**src/sv/fxalu_pkg.sv**
```systemverilog
// Shared constants, action codes and stage types for the Q24.8 ALU.
`timescale 1ns / 1ps
package fxalu_pkg;
  localparam int FracBits  = 8;
  localparam int DataW     = 32;
  localparam int MagW      = DataW + FracBits;   // widest shifted dividend magnitude
  localparam int QuotW     = MagW;
  localparam int DivCells  = QuotW;              // one quotient bit per cell
  localparam int CntW      = $clog2(DivCells + 4);

  typedef enum logic [3:0] {
    ACT_ADD  = 4'd0,  ACT_SUB  = 4'd1,  ACT_MUL  = 4'd2,  ACT_DIV  = 4'd3,
    ACT_LT   = 4'd4,  ACT_GT   = 4'd5,  ACT_EQ   = 4'd6,  ACT_NE   = 4'd7,
    ACT_MIN  = 4'd8,  ACT_MAX  = 4'd9,  ACT_INC  = 4'd10, ACT_DEC  = 4'd11,
    ACT_FINT = 4'd12, ACT_TINT = 4'd13
  } action_t;

  // Payload that travels down the row of cells.
  typedef struct packed {
    logic              valid;
    logic              is_div;
    logic              neg;       // quotient sign
    logic              dz;
    logic [DataW-1:0]  fast;      // result of non-divide actions
    logic              cmp;
    logic [MagW-1:0]   num;       // dividend magnitude, shifts left as bits are consumed
    logic [DataW-1:0]  den;       // divisor magnitude
    logic [DataW:0]    rem;       // partial remainder
    logic [QuotW-1:0]  quo;
  } cell_t;
endpackage

```
**src/sv/fxalu_cell.sv**
```systemverilog
// One restoring-divide cell: produces one quotient bit and passes the beat on.
`timescale 1ns / 1ps
module fxalu_cell import fxalu_pkg::*; (
  input  logic  clk,
  input  logic  rst,
  input  logic  advance,
  input  cell_t din,
  output cell_t dout
);
  logic [DataW:0] trial;
  logic [DataW:0] diff;
  cell_t          nxt;

  always_comb begin
    nxt   = din;
    trial = {din.rem[DataW-1:0], din.num[MagW-1]};
    diff  = trial - {1'b0, din.den};
    nxt.num = din.num << 1;
    if (!diff[DataW]) begin
      nxt.rem = diff;
      nxt.quo = {din.quo[QuotW-2:0], 1'b1};
    end else begin
      nxt.rem = trial;
      nxt.quo = {din.quo[QuotW-2:0], 1'b0};
    end
  end

  always_ff @(posedge clk) begin
    if (rst) begin
      dout.valid <= 1'b0;
    end else if (advance) begin
      dout <= nxt;
    end
  end
endmodule

```
**config.mk**
```make
export PLATFORM = sky130hd
export DESIGN_NAME = fxalu_cell
export DESIGN_NICKNAME = d
export VERILOG_FILES = /design/src/sv/fxalu_pkg.sv /design/src/sv/fxalu_cell.sv
export SDC_FILE = /design/constraint.sdc
export NUM_CORES = 1
export LEC_CHECK = 0
export BUFFER_PORTS_ARGS = -buffer_cell sky130_fd_sc_hd__buf_2
export CAP_MARGIN = 20
export CORE_AREA = 4 4 139 141
export DETAILED_ROUTE_END_ITERATION = 8
export DIE_AREA = 0 0 143 145
export PLACE_DENSITY = 0.75
export SKIP_CTS_REPAIR_TIMING = 1
export SLEW_MARGIN = 10
export SYNTH_ARGS = -nofsm -noshare
export SYNTH_HDL_FRONTEND = slang
export SYNTH_SLANG_ARGS = --single-unit
```
**constraint.sdc**
```tcl
create_clock -name clk -period 13.5 [get_ports clk]
set_input_delay 2.025 -clock clk [delete_from_list [all_inputs] [get_ports clk]]
set_output_delay 2.025 -clock clk [all_outputs]
set_load 0.01 [all_outputs]
```
==> flow_summary.yaml <==
cells_and_area:
  largest_register: "dout"
  reg_top3: "dout: 181 flops"
  area_growth_syn_to_layout_pct: 32.92
  largest_register_ffs: 181
  final_nets: 1112
  layout-drive-gt1-share_pct: 47.46
routing:
  ant_nets: 0
  drtIter0Drc: 368
  via_per_inst: 4.995
  drc_errors: 0
  wl_per_cell_um: 20.05
  totalWireLength_um: 22800
  dr.pass1.iters: 5
  vias: 5679
clock_network:
  ctsHtreeMaxLevel: 4
  cts-buffers-inserted: 17
  clock_path_buffers: 2
  insertion_delay_ns: 0.42
  cts-root-buf: "clkbuf_16"
  numClockSinks: 181
  cts_tree: "yes"
  path_clk_slew_ns: 0.07
synthesis:
  post-synth-top-count-cell: "edfxtp_1"
  synthArstFlopShare_pct: 0
  synth_top_cell_by_area: "edfxtp_1"
  synth_top_family_by_area: "compound AO/OA/AOI/OAI gates"
  syn_avg_cell_area_um2: 15.13
  yosys.cell_types.count: 58
  synth_top_area_share_pct: 68.56
  netlist_top_cells_count: "180 x edfxtp_1, 41 x inv_1, 33 x a21oi_1, 32 x ha_1, 26 x nor2_1"
  yosysSeqAreaShare_pct: 68.81
  synth_edf_count: 180
  synthCells: 521
  yosysWarnings: 0
  synth.area.top_cells: "edfxtp_1 69%, ha_1 5.1%, mux2_2 3.4%, xnor2_1 2.2%, a21oi_1 2.1%"
  synth_xor_area_share_pct: 2.777
  syn_nets: 739
  synth-compound-area-share_pct: 8.443
  synthAdderAreaFrac_pct: 5.332
  synthSimpleGateAreaFrac_pct: 5.936
  ys.flop_type: "edfxtp_1"
  synth.cell_area_um2: 7884
  muxShareOfSynthArea_pct: 5.079
  synth_seq_cells: 181
sta:
  whs_ns: 0.5024
  max_freq_mhz: 200.2
  fin_tns_setup_ns: 0
  period_share_pct: 37.01
  worst_slew_pin_slew_ns: 0.8425
  rsz0062_at_grt: "false"
  hold_violations: 0
  slew_violations: 0
  maxSlewHeadroom_pct: 43.83
  min_period_ns: 4.996
  skew_ns: 0
  setup_violations: 0
critical_path:
  worst_path_max_delay_cell: "mux2_1"
  cp-end-kind: "flop"
  crit_arrival_ns: 5.17
  start_kind: "primary input"
  cp_slowest_stage_delay_ns: 0.49
  path_class: "in -> reg"
  required_ns: 13.67
  crit_chain: "buf_2 -> ha_1 -> fa_1 -> nor2b_1 -> o31a_1 -> a2111oi_1 -> nor3_1 -> a21o_1 -> a211o_1 -> nand3_4 -> mux2_1"
  path_max_fanout: 33
placement:
  dp_hpwl_um: 17970
  gp_congestion: 0.8863
  port_buffers: 363
pwr:
  p_per_area_nw_per_um2: 135.1
  vdd_drop_max_v: 0.0001114
  p_leak_nw: 4.551
worst_hold_path:
  hp-class: "reg -> reg"
grt:
  grtUsageMet2_pct: 36.40
  grt_pass1_wl_um: 33090
  antenna_found_initial: 4
  grt_use_total_pct: 21.20
  grt_busiest_layer: "met2"
  met1_usage_pct: 23.52
  grt_max_degree: 68
  grt_pass1_vias: 5506
  gr-total-overflow: 0
  gr-usage-met3_pct: 8.325
flow_run:
  drv_cap: 0
die:
  dieArea_um2: 20740
  ios: 367
  die-height_um: 145
  core.rowCount: 49
  dieWidth_um: 143
  core_um2: 17960
  initial_core_util_pct: 43.89
run_status:
  outcome: "complete, no violations"
critical path: cells and delay by family:
family,cells,cell delay [ns]
AND/OR/NAND/NOR,3,1.12
AO/OA/AOI/OAI,4,0.77
adder cells (fa/ha/maj),2,0.63
multiplexers,1,0.49
buffers and inverters,1,0.11
layout by cell type (no fill, tap or decap), types with 10 or more instances in the layout:
cell,n
buf_2,363
edfxtp_1,180
inv_1,41
a21oi_1,33
ha_1,32
nor2_1,26
mux2_2,24
nand2_1,22
xnor2_1,20
clkbuf_16,17
o21ai_0,15
nand4_1,10
logic make-up after synthesis:
kind of cell | count (synthesis)
multiplexers | 36
flip-flops | 181
buffers and inverters | 53
other | 1
XOR/XNOR | 25
adder cells (fa/ha/maj) | 33
AND/OR/NAND/NOR | 93
AO/OA/AOI/OAI | 99
final timing paths:
| path | cells after the start | slack (ns) | to | from |
|---|---|---|---|---|
| min | 2 | 0.50 | dout[181]$_SDFFE_PP0P_ | dout[181]$_SDFFE_PP0P_ |
| max | 11 | 8.50 | dout[47]$_DFFE_PP_ | din[73] |
| max reg2reg | 2 | 12.92 | dout[181]$_SDFFE_PP0P_ | dout[181]$_SDFFE_PP0P_ |
| min reg2reg | 2 | 0.50 | dout[181]$_SDFFE_PP0P_ | dout[181]$_SDFFE_PP0P_ |
cell type report:
class / count / area (um2)
antenna: 2 / 5.005
fill: 1444 / 7485
clock buffer: 17 / 425.4
clock inverter: 14 / 158.9
sequential: 181 / 5425
tap: 229 / 286.5
inverter: 41 / 153.9
timing repair buffer: 366 / 1839
multi-input combinational: 287 / 2185
through the flow:
stage          instances  util [%]  setup WS, ns   power, W  cell area, um2
4_1_cts             1135     58.31         8.481   0.001431           10470
5_1_grt             1136     58.32         8.221   0.001481           10480
3_5_place_dp        1104     55.05         8.047  0.0009365            9889
6_report            1137     58.33         8.504   0.001416           10480
2_1_floorplan        521         -         2.756  0.0008461            7884
3_3_place_gp        1104     55.05         8.053  0.0009314            9889
power by group:
part,total [W],leakage [nW],internal [W],switching [W]
Clock,0.000493,0.288,0.000263,0.000230
Sequential,0.000681,1.70,0.000671,0.00000985
Combinational,0.000242,2.57,0.000107,0.000135
Total,0.00142,4.55,0.00104,0.000374
per-layer routing:
| metal | part of all wire (%) | wire (um) |
|---|---|---|
| met4 | 3.2 | 737 |
| met3 | 10 | 2326 |
| met2 | 51 | 11540 |
| met5 | 0.21 | 47 |
| met1 | 36 | 8145 |
Power figures use the tool's default switching activity.
